<file path="config.mk">
export PLATFORM = sky130hd
export DESIGN_NAME = peak_envelope_follower
export DESIGN_NICKNAME = d
export VERILOG_FILES = /design/src/pef_pkg.sv /design/src/peak_envelope_follower.sv
export SDC_FILE = /design/constraint.sdc
export NUM_CORES = 2
export LEC_CHECK = 0
export BUFFER_PORTS_ARGS = -buffer_cell sky130_fd_sc_hd__buf_2
export CAP_MARGIN = 20
export CORE_MARGIN = 1.5
export CORE_UTILIZATION = 50
export DETAILED_ROUTE_END_ITERATION = 12
export PLACE_DENSITY = 0.75
export RECOVER_POWER = 50
export SETUP_SLACK_MARGIN = 0.2
export SLEW_MARGIN = 15
export SYNTH_ARGS = -nofsm -noshare
export SYNTH_HDL_FRONTEND = slang
export SYNTH_SLANG_ARGS = --single-unit
export TNS_END_PERCENT = 1
</file>
<file path="constraint.sdc">
create_clock -name clk -period 8.5 [get_ports clk]
set_clock_uncertainty 0.2 [all_clocks]
set_input_delay 0.425 -clock clk [delete_from_list [all_inputs] [get_ports clk]]
set_output_delay 0.425 -clock clk [all_outputs]
set_load 0.01 [all_outputs]
</file>
<file path="src/pef_pkg.sv">
package pef_pkg;

	// Fixed widths of the level, coefficient and channel count fields.
	localparam int LEVEL_W = 24;
	localparam int COEF_W = 24;
	localparam int COUNT_W = 4;

	// Number of sample ports on the frame channel.
	localparam int NUM_PORTS = 8;

	// Parameter defaults.
	localparam int MAX_CHANNELS_DEF = 8;
	localparam int SAMPLE_BITS_DEF = 24;

	// Register reset values.
	localparam logic [COUNT_W-1:0] CHANNEL_COUNT_RST = 4'd1;
	localparam logic [COEF_W-1:0] DECAY_COEF_RST = 24'd16760439;
	localparam logic [LEVEL_W-1:0] FLOOR_LEVEL_RST = 24'd8389;

	// Configuration register indexes.
	localparam int CFG_IDX_W = 2;
	localparam logic [CFG_IDX_W-1:0] CFG_CHANNEL_COUNT = 2'd0;
	localparam logic [CFG_IDX_W-1:0] CFG_DECAY_COEF = 2'd1;
	localparam logic [CFG_IDX_W-1:0] CFG_FLOOR_LEVEL = 2'd2;

	// Sequencer states.
	typedef enum logic [2:0] {
		ST_IDLE,
		ST_ACC,
		ST_DIV,
		ST_CMP_MEAN,
		ST_CMP_FLOOR,
		ST_DECAY,
		ST_OUT
	} state_t;

endpackage

</file>
<file path="src/peak_envelope_follower.sv">
// Channel   Direction  Handshake           Payload
// frame     in         in_valid/in_stall   sample_0 .. sample_7
// result    out        out_valid/out_stall peak_out
// config    in         cfg_valid/cfg_ready cfg_index, cfg_data
//
// A frame runs through the accumulate, divide, compare and, if taken, decay states; n is the
// clamped channel count. One add/subtract unit does the magnitude sum (one channel a cycle),
// the restoring division by n (one quotient bit a cycle) and both compares; a channel count
// of zero skips straight to the output state.
// in_stall stays high from acceptance until the result enters the output register, which
// waits there while out_stall is high. arst_n clears the held peak and loads the register
// defaults; cfg_ready is always high.
module peak_envelope_follower #(
	parameter int MAX_CHANNELS = pef_pkg::MAX_CHANNELS_DEF,
	parameter int SAMPLE_BITS = pef_pkg::SAMPLE_BITS_DEF
) (
	input  logic                                 clk,
	input  logic                                 arst_n,
	input  logic                                 in_valid,
	output logic                                 in_stall,
	input  logic signed [SAMPLE_BITS-1:0]        sample_0,
	input  logic signed [SAMPLE_BITS-1:0]        sample_1,
	input  logic signed [SAMPLE_BITS-1:0]        sample_2,
	input  logic signed [SAMPLE_BITS-1:0]        sample_3,
	input  logic signed [SAMPLE_BITS-1:0]        sample_4,
	input  logic signed [SAMPLE_BITS-1:0]        sample_5,
	input  logic signed [SAMPLE_BITS-1:0]        sample_6,
	input  logic signed [SAMPLE_BITS-1:0]        sample_7,
	output logic                                 out_valid,
	input  logic                                 out_stall,
	output logic [pef_pkg::LEVEL_W-1:0]          peak_out,
	input  logic                                 cfg_valid,
	output logic                                 cfg_ready,
	input  logic [pef_pkg::CFG_IDX_W-1:0]        cfg_index,
	input  logic [pef_pkg::LEVEL_W-1:0]          cfg_data
);

	localparam int NP = pef_pkg::NUM_PORTS;
	localparam int LIMIT = (MAX_CHANNELS < NP) ? MAX_CHANNELS : NP;
	localparam int SUM_W = SAMPLE_BITS + $clog2(NP);
	localparam int ALU_W = (SUM_W > pef_pkg::LEVEL_W) ? SUM_W : pef_pkg::LEVEL_W;
	localparam int CNT_W = $clog2(SUM_W + 1);
	localparam int REM_W = pef_pkg::COUNT_W - 1;
	localparam int PROD_W = pef_pkg::LEVEL_W + pef_pkg::COEF_W;

	pef_pkg::state_t state_q, state_d;

	logic [pef_pkg::COUNT_W-1:0] chan_cnt_q;
	logic [pef_pkg::COEF_W-1:0]  decay_q;
	logic [pef_pkg::LEVEL_W-1:0] floor_q;
	logic [pef_pkg::LEVEL_W-1:0] peak_q;
	logic [pef_pkg::LEVEL_W-1:0] peak_out_q;
	logic                        out_valid_q;

	logic [SAMPLE_BITS-1:0]      samp_q [NP];
	logic [SUM_W-1:0]            acc_q;
	logic [REM_W-1:0]            rem_q;
	logic [pef_pkg::COUNT_W-1:0] n_q;
	logic [CNT_W-1:0]            cnt_q;

	logic [pef_pkg::COUNT_W-1:0] eff_n;
	logic [SAMPLE_BITS-1:0]      mag;
	logic [pef_pkg::COUNT_W-1:0] div_t;
	logic [ALU_W-1:0]            alu_a, alu_b;
	logic                        alu_sub;
	logic [ALU_W:0]              alu_res;
	logic                        borrow;
	logic [ALU_W-1:0]            mean_ext;
	logic [PROD_W-1:0]           prod;
	logic                        accept, out_load, cnt_last;

	assign cfg_ready = 1'b1;
	assign accept = in_valid && !in_stall;
	assign out_valid = out_valid_q;
	assign peak_out = peak_out_q;

	// Channel count clamped to what the block can average.
	assign eff_n = (chan_cnt_q > pef_pkg::COUNT_W'(LIMIT)) ? pef_pkg::COUNT_W'(LIMIT)
		: chan_cnt_q;

	// Magnitude of the sample at the head of the shift line.
	assign mag = samp_q[0][SAMPLE_BITS-1] ? (SAMPLE_BITS'(~samp_q[0]) + SAMPLE_BITS'(1))
		: samp_q[0];

	// Partial remainder with the next dividend bit shifted in.
	assign div_t = {rem_q, acc_q[SUM_W-1]};
	assign mean_ext = ALU_W'(acc_q);
	assign cnt_last = (cnt_q == CNT_W'(1));

	// Shared add/subtract unit: operands chosen by the sequencer state.
	always_comb begin
		alu_a = '0;
		alu_b = '0;
		alu_sub = 1'b0;
		case (state_q)
			pef_pkg::ST_ACC: begin
				alu_a = ALU_W'(acc_q);
				alu_b = ALU_W'(mag);
			end
			pef_pkg::ST_DIV: begin
				alu_a = ALU_W'(div_t);
				alu_b = ALU_W'(n_q);
				alu_sub = 1'b1;
			end
			pef_pkg::ST_CMP_MEAN: begin
				alu_a = ALU_W'(peak_q);
				alu_b = mean_ext;
				alu_sub = 1'b1;
			end
			pef_pkg::ST_CMP_FLOOR: begin
				alu_a = ALU_W'(floor_q);
				alu_b = ALU_W'(peak_q);
				alu_sub = 1'b1;
			end
			default: begin
			end
		endcase
	end

	assign alu_res = alu_sub ? ({1'b0, alu_a} - {1'b0, alu_b}) : ({1'b0, alu_a} + {1'b0, alu_b});
	assign borrow = alu_res[ALU_W];

	// Release multiply of the held peak by the decay coefficient.
	assign prod = {{pef_pkg::COEF_W{1'b0}}, peak_q} * {{pef_pkg::LEVEL_W{1'b0}}, decay_q};

	// Next state, frame stall and output register load.
	always_comb begin
		state_d = state_q;
		in_stall = 1'b1;
		out_load = 1'b0;
		case (state_q)
			pef_pkg::ST_IDLE: begin
				in_stall = 1'b0;
				if (in_valid) begin
					state_d = (eff_n == '0) ? pef_pkg::ST_OUT : pef_pkg::ST_ACC;
				end
			end
			pef_pkg::ST_ACC: begin
				if (cnt_last) begin
					state_d = pef_pkg::ST_DIV;
				end
			end
			pef_pkg::ST_DIV: begin
				if (cnt_last) begin
					state_d = pef_pkg::ST_CMP_MEAN;
				end
			end
			pef_pkg::ST_CMP_MEAN: begin
				state_d = borrow ? pef_pkg::ST_OUT : pef_pkg::ST_CMP_FLOOR;
			end
			pef_pkg::ST_CMP_FLOOR: begin
				state_d = borrow ? pef_pkg::ST_DECAY : pef_pkg::ST_OUT;
			end
			pef_pkg::ST_DECAY: begin
				state_d = pef_pkg::ST_OUT;
			end
			pef_pkg::ST_OUT: begin
				if (!out_valid_q || !out_stall) begin
					out_load = 1'b1;
					state_d = pef_pkg::ST_IDLE;
				end
			end
			default: begin
				state_d = pef_pkg::ST_IDLE;
			end
		endcase
	end

	// Sequencer state register.
	always_ff @(posedge clk or negedge arst_n) begin
		if (!arst_n) begin
			state_q <= pef_pkg::ST_IDLE;
		end else begin
			state_q <= state_d;
		end
	end

	// Configuration registers.
	always_ff @(posedge clk or negedge arst_n) begin
		if (!arst_n) begin
			chan_cnt_q <= pef_pkg::CHANNEL_COUNT_RST;
			decay_q <= pef_pkg::DECAY_COEF_RST;
			floor_q <= pef_pkg::FLOOR_LEVEL_RST;
		end else if (cfg_valid && cfg_ready) begin
			case (cfg_index)
				pef_pkg::CFG_CHANNEL_COUNT: chan_cnt_q <= cfg_data[pef_pkg::COUNT_W-1:0];
				pef_pkg::CFG_DECAY_COEF: decay_q <= cfg_data;
				pef_pkg::CFG_FLOOR_LEVEL: floor_q <= cfg_data;
				default: begin
				end
			endcase
		end
	end

	// Held peak: jumps to the mean, decays, or clears at or below the floor.
	always_ff @(posedge clk or negedge arst_n) begin
		if (!arst_n) begin
			peak_q <= '0;
		end else begin
			case (state_q)
				pef_pkg::ST_CMP_MEAN: begin
					if (borrow) begin
						peak_q <= mean_ext[pef_pkg::LEVEL_W-1:0];
					end
				end
				pef_pkg::ST_CMP_FLOOR: begin
					if (!borrow) begin
						peak_q <= '0;
					end
				end
				pef_pkg::ST_DECAY: begin
					peak_q <= prod[PROD_W-1:pef_pkg::COEF_W];
				end
				default: begin
				end
			endcase
		end
	end

	// Output register.
	always_ff @(posedge clk or negedge arst_n) begin
		if (!arst_n) begin
			out_valid_q <= 1'b0;
		end else if (out_load) begin
			out_valid_q <= 1'b1;
		end else if (!out_stall) begin
			out_valid_q <= 1'b0;
		end
	end

	always_ff @(posedge clk) begin
		if (out_load) begin
			peak_out_q <= peak_q;
		end
	end

	// Sample shift line, accumulator/quotient, remainder and step counter.
	always_ff @(posedge clk) begin
		case (state_q)
			pef_pkg::ST_IDLE: begin
				if (accept) begin
					samp_q[0] <= sample_0;
					samp_q[1] <= sample_1;
					samp_q[2] <= sample_2;
					samp_q[3] <= sample_3;
					samp_q[4] <= sample_4;
					samp_q[5] <= sample_5;
					samp_q[6] <= sample_6;
					samp_q[7] <= sample_7;
					acc_q <= '0;
					n_q <= eff_n;
					cnt_q <= CNT_W'(eff_n);
				end
			end
			pef_pkg::ST_ACC: begin
				for (int i = 0; i < NP - 1; i++) begin
					samp_q[i] <= samp_q[i+1];
				end
				acc_q <= alu_res[SUM_W-1:0];
				rem_q <= '0;
				cnt_q <= cnt_last ? CNT_W'(SUM_W) : (cnt_q - CNT_W'(1));
			end
			pef_pkg::ST_DIV: begin
				if (borrow) begin
					rem_q <= div_t[REM_W-1:0];
				end else begin
					rem_q <= alu_res[REM_W-1:0];
				end
				acc_q <= {acc_q[SUM_W-2:0], !borrow};
				cnt_q <= cnt_q - CNT_W'(1);
			end
			default: begin
			end
		endcase
	end

endmodule

</file>
---- Yosys cells after proc, flatten, opt, wreduce, memory -nomap -nowiden ----
Memory sizes are Yosys's and may differ from the RTL's.
Cells that the tools add are included.
storage, ports and cells
  register bits after elaboration ......... 143
  bits of input ports ..................... 223
  bits in writable memories ............... 192
  output and inout port bits .............. 27
  memories ................................ 1
cells by class
  reduce and logical (&&, ||, !) cells .... 19
  eq/ne operators ......................... 17
  order comparisons ....................... 1
  multiplexer cells ....................... 41
  add/sub/neg operators ................... 4
  bitwise logic cells ..................... 8
  multiply operators ...................... 1
memories
  memory  depth  width  rd ports  clocked after memory_dff  write ports  RTL line                      RTL
  samp_q  8      24     8         0                         8            peak_envelope_follower.sv:55  logic [SAMPLE_BITS-1:0] samp_q [NP];
operators by type and width
  kind                     count
  $mux W24                 10
  $pmux W27 S4             2
  $pmux W27 S3             1
  $pmux W24 S3             1
  $mul A24 B24 Y48         1
  $add A27 B27 Y28         1
  $mux W28                 1
  $sub A27 B27 Y28         1
  $mux W27                 1
  $add A24 B1 Y24 const B  1
  $not A24 Y24             1
  $pmux W3 S7              1
  $mux W3                  6
  $pmux W5 S3              1
  $ne A2 B2 Y1 const B     7
  $mux W1                  11
  $mux W5                  2
  $reduce_and A2 Y1        5
  $eq A3 B3 Y1 const B     3
  $or A1 B1 Y1             7
  $eq A3 B2 Y1 const B     2
  $pmux W3 S2              1
  $reduce_bool A3 Y1       2
  $eq A5 B1 Y1 const B     1
  18 further kinds         21

---- Longest topological paths before layout ----
An unclocked memory read counts as a cell.
  depth in word-level cells ............... 9
  mapped depth ............................ 29

---- Worst setup path before layout ----
OpenSTA, ideal clock, no wires.
  path type ............................... reg-to-reg
  from .................................... register peak_q[21] (netlist name)
  to ...................................... register peak_q[23] (netlist name)
  buffers on the path ..................... 2
  required time ........................... 8175 ps
  path slack .............................. 1031 ps
  period minus slack after synthesis ...... 7469 ps
  cell stages (with the launch flop) ...... 28
  arrival ................................. 7144 ps
  path through ............................ dfrtp_1 -> clkbuf_1 -> clkbuf_1 -> nand2_1 -> fa_1 -> inv_1 -> fa_1 -> inv_1 -> fa_1 -> fa_1 -> inv_1 -> fa_1 -> fa_1 -> inv_1 -> fa_1 -> inv_1 -> ha_1 -> a21o_1 -> a221o_1 -> a311o_1 -> o31ai_1 -> o21ai_1 -> a21oi_1 -> o211ai_1 -> a41oi_1 -> xnor2_1 -> o21ai_0 -> mux2_2
between the ends
  cells in the longest elaborated chain, start to end .. 5
  elaborated cells between the ends (all ways) .. 10
  classes of those cells .................. add/sub: 2; mul: 1; eq/ne: 2; mux: 4; reduce/logical: 1
ends and longest elaborated chain
  element                                                   RTL line                       RTL
  from (decl)                                               peak_envelope_follower.sv:51   logic [pef_pkg::LEVEL_W-1:0] peak_q;
  from (signal assigned)                                    peak_envelope_follower.sv:203  peak_q <= mean_ext[pef_pkg::LEVEL_W-1:0];
  from (signal assigned)                                    peak_envelope_follower.sv:212  peak_q <= prod[PROD_W-1:pef_pkg::COEF_W];
  branches (longest 5 deep; another with $mul A24 B24 Y48)  --
Parallel ways; which one is timed is not known.
A chain may end at the register's enable or synchronous reset.

---- Worst setup path in the final report ----
  from .................................... register peak_q[5] (netlist name)
  to ...................................... register peak_q[23] (netlist name)
Same word-level chain as after synthesis.

==> summary.md <==
| Metric | Value |
|---|---|
| Max-cap violations | `8` |
| IO Pins | `250` |
| Ys Warns | `0` |
| Commonest cells after routing, fill and taps aside | `841 x nand2_1, 576 x inv_1, 482 x fa_1` |
| I/O Buffers | `248` |
| Clock sinks | `335` |
| Reg-to-reg slack, setup | `roughly 0.45 ns` |
| Syn Nets | `4555` |
| Pin count of the biggest net entering global routing | `76` |
| Drt initial violations | `2357` |
| Top flip-flop cell by instance count after synthesis | `edfxtp_1` |
| Period utilization | `0.9468` |
| Violated checks | `capacitance limit, slew limit` |
| Number of buffers created by CTS | `39` |
| DIE HEIGHT | `268.2 um` |
| # setup viols final | `0` |
| Final worst path period need | `8.048 ns` |
| Post-route ant nets | `0` |
| Gp weighted congestion | `0.9308` |
| Root Buffer | `clkbuf_16` |
| Slew Viols, Final | `about 290` |
| Data arrival, critical path | `between 8 and 9 ns` |
| Initial antenna violation count | `5` |
| Htree depth | `2` |
| Total GRT Usage | `0.2872` |
| Number of distinct library cells after synthesis | `84` |
| Fin util | `0.5847` |
| Number of global-route vias before repair | `~29000` |
| Final net count | `roughly 4900` |
| Slew @ Worst Pin | `roughly 3.1 ns` |
| Via density | `5.495` |
| Grt ovf | `0` |
| Worst slew margin | `-1.067` |
| CP startpoint kind | `register` |
| Via count | `27491` |
| Total Wirelength | `between 100000 and 150000 um` |
| Synthesized instance count | `3649` |
| Class of the worst hold path | `primary input to register` |
| # rows | `97` |
| Worst-skew pair later-pin latency | `0.60 ns` |
| Post-synth ARST share | `0.2388` |
| WP data required | `8.77 ns` |
| Area Growth Syn to Fin | `16.00%` |
| Reg clk slew, reported paths | `around 0.060 ns` |
| CP endpoint kind | `register` |
| DRC | `0` |
| DIE WIDTH | `268.2 um` |
| Final hold viol count | `0` |
| Routed wire per std cell | `20.17 um` |
| Initial core utilization | `0.5041` |
| CTS Buffer Depth | `3` |
| Syn Area/Cell | `9.640 um2` |
| Leading cell type in the layout, fill and taps excluded | `nand2_1` |
| Iteration count of the initial detailed-routing pass | `6` |
| F_max | `124.3 MHz` |
| Share of layout cells above drive strength 1 | `0.1205` |
| Crit Path Category | `register to register` |
| Status | `finished, violations left` |
| DP HPWL | `around 70000 um` |
| Seq/Total Area, Yosys | `0.2755` |
| Core area | `69790 um2` |
| EDFF count, synth | `255` |
| CTS tree | `built` |
| Synth Register Bits | `between 300 and 400` |
| Peak fanout along the critical path | `12` |
| Die ar. | `71950 um2` |
| First-pass GRT wire length | `159000 um` |
| Unrepaired setup endpoints after global routing | `no` |
| Mapped Area | `35180 um2` |
| Final setup TNS | `0 ns` |
==> critical path, cell delays in order (launching register included) <==
cell and delay (ns):
dfrtp_1 0.76, buf_4 0.28, nand2_1 0.08, fa_1 0.48, inv_1 0.05, fa_1 0.56
fa_1 0.43, fa_1 0.51, fa_1 0.44, fa_1 0.50, inv_1 0.06, fa_1 0.47
inv_1 0.04, ha_1 0.35, a21o_1 0.23, a221o_1 0.29, a311o_1 0.34, o31ai_1 0.23
buf_4 0.22, o21ai_1 0.11, a21oi_2 0.29, o211ai_1 0.19, a41oi_1 0.27, xnor2_1 0.14
o21ai_0 0.08, mux2_2 0.29
==> timing repair <==
action / in CTS / in global routing
setup buffers: 0 / 3
setup endpoints to repair: 0 / 8
hold endpoints to repair: 263 / 0
hold buffers: 216 / 0
gates resized for setup: 0 / 19
==> flip-flops by register name, summed over array words and instances, names as in the netlist <==
signal and count:
rem_q 3, n_q 4, state_q 3, peak_out 24, chan_cnt_q 4, floor_q 24, peak_q 24, cnt_q 5
decay_q 24, acc_q 27, samp_q 192, out_valid 1
==> final timing paths <==
check / from / endpoint / cells after the start
hold / removal: sample_0[8] / samp_q[0][8] / 3
min in group asynchronous: arst_n / peak_q[2] / 2
setup reg to reg: peak_q[5] / peak_q[23] / 25
setup / recovery: peak_q[5] / peak_q[23] / 25
hold reg to reg: samp_q[0][25] / samp_q[0][1] / 2
max in group asynchronous: arst_n / peak_q[14] / 3
==> layer usage <==
layer	track usage	part of all wire	vias to the layer above
li1	-	-	12195
met1	0.3531	0.37	13646
met2	0.4893	0.49	1341
met3	0.05745	0.087	307
met4	0.1278	0.047	2
met5	0	0.00012	-
==> cells in the mapped netlist, types with 10 or more instances <==
library cell,n,area (um2)
inv_1,576,2162
a21oi_1,60,300.3
a21o_1,14,105.1
nor2_1,58,217.7
nand2_1,841,3157
dfrtp_1,54,1351
dfstp_2,26,683.2
mux2i_1,29,290.3
or3_1,17,106.4
edfxtp_1,255,7657
o31ai_1,19,142.6
and2_1,280,1752
mux2_2,81,912.1
nor2b_1,17,106.4
xnor2_1,43,376.6
o21ai_0,106,530.5
clkbuf_1,183,686.9
nand4_1,10,62.56
buf_2,11,55.05
buf_1,10,37.54
ha_1,201,2515
nand3_1,20,100.1
a22oi_1,13,97.59
xor2_1,42,367.9
nor3_1,17,85.08
nand2b_1,14,87.58
o211ai_1,10,75.07
fa_1,482,9649
mux2_4,20,300.3
==> cells by family after synthesis <==
kind of cell | share of synthesized area
AOI/OAI and AO/OA | 0.05837
xor gates and xnor gates | 0.02116
adders and majority gates | 0.3458
buffers and inverters | 0.08480
DFF | 0.2755
muxes | 0.04272
other | 0.0001066
and+or+nand+nor | 0.1715
==> area by class of cell <==
class                      instances  area [um2]
fill                            5643       28980
multi-input combinational       2530       22520
sequential                       335        9716
timing repair buffer             547        3954
inverter                         576        2162
tap                              940        1176
clock buffer                      48        1040
clock inverter                    23       225.2
antenna                            4       10.01
==> per-stage QoR <==
stage | hold WS [ns] | area (um2) | worst slack [ns] | std cells
2_1_floorplan | -0.07059 | 35180 | 1.031 | 3649
3_3_place_gp | 0.1976 | 37410 | 0.4043 | 4707
3_5_place_dp | 0.2013 | 37410 | 0.2706 | 4707
4_1_cts | 0.0005078 | 40830 | 0.2378 | 4994
5_1_grt | 0.02088 | 40800 | 0.1338 | 5003
6_report | 0.01642 | 40800 | 0.4521 | 5003
Power is left out: the tool's default activity adds up to more than one toggle a clock period on the data nets, which glitch-free logic cannot reach.
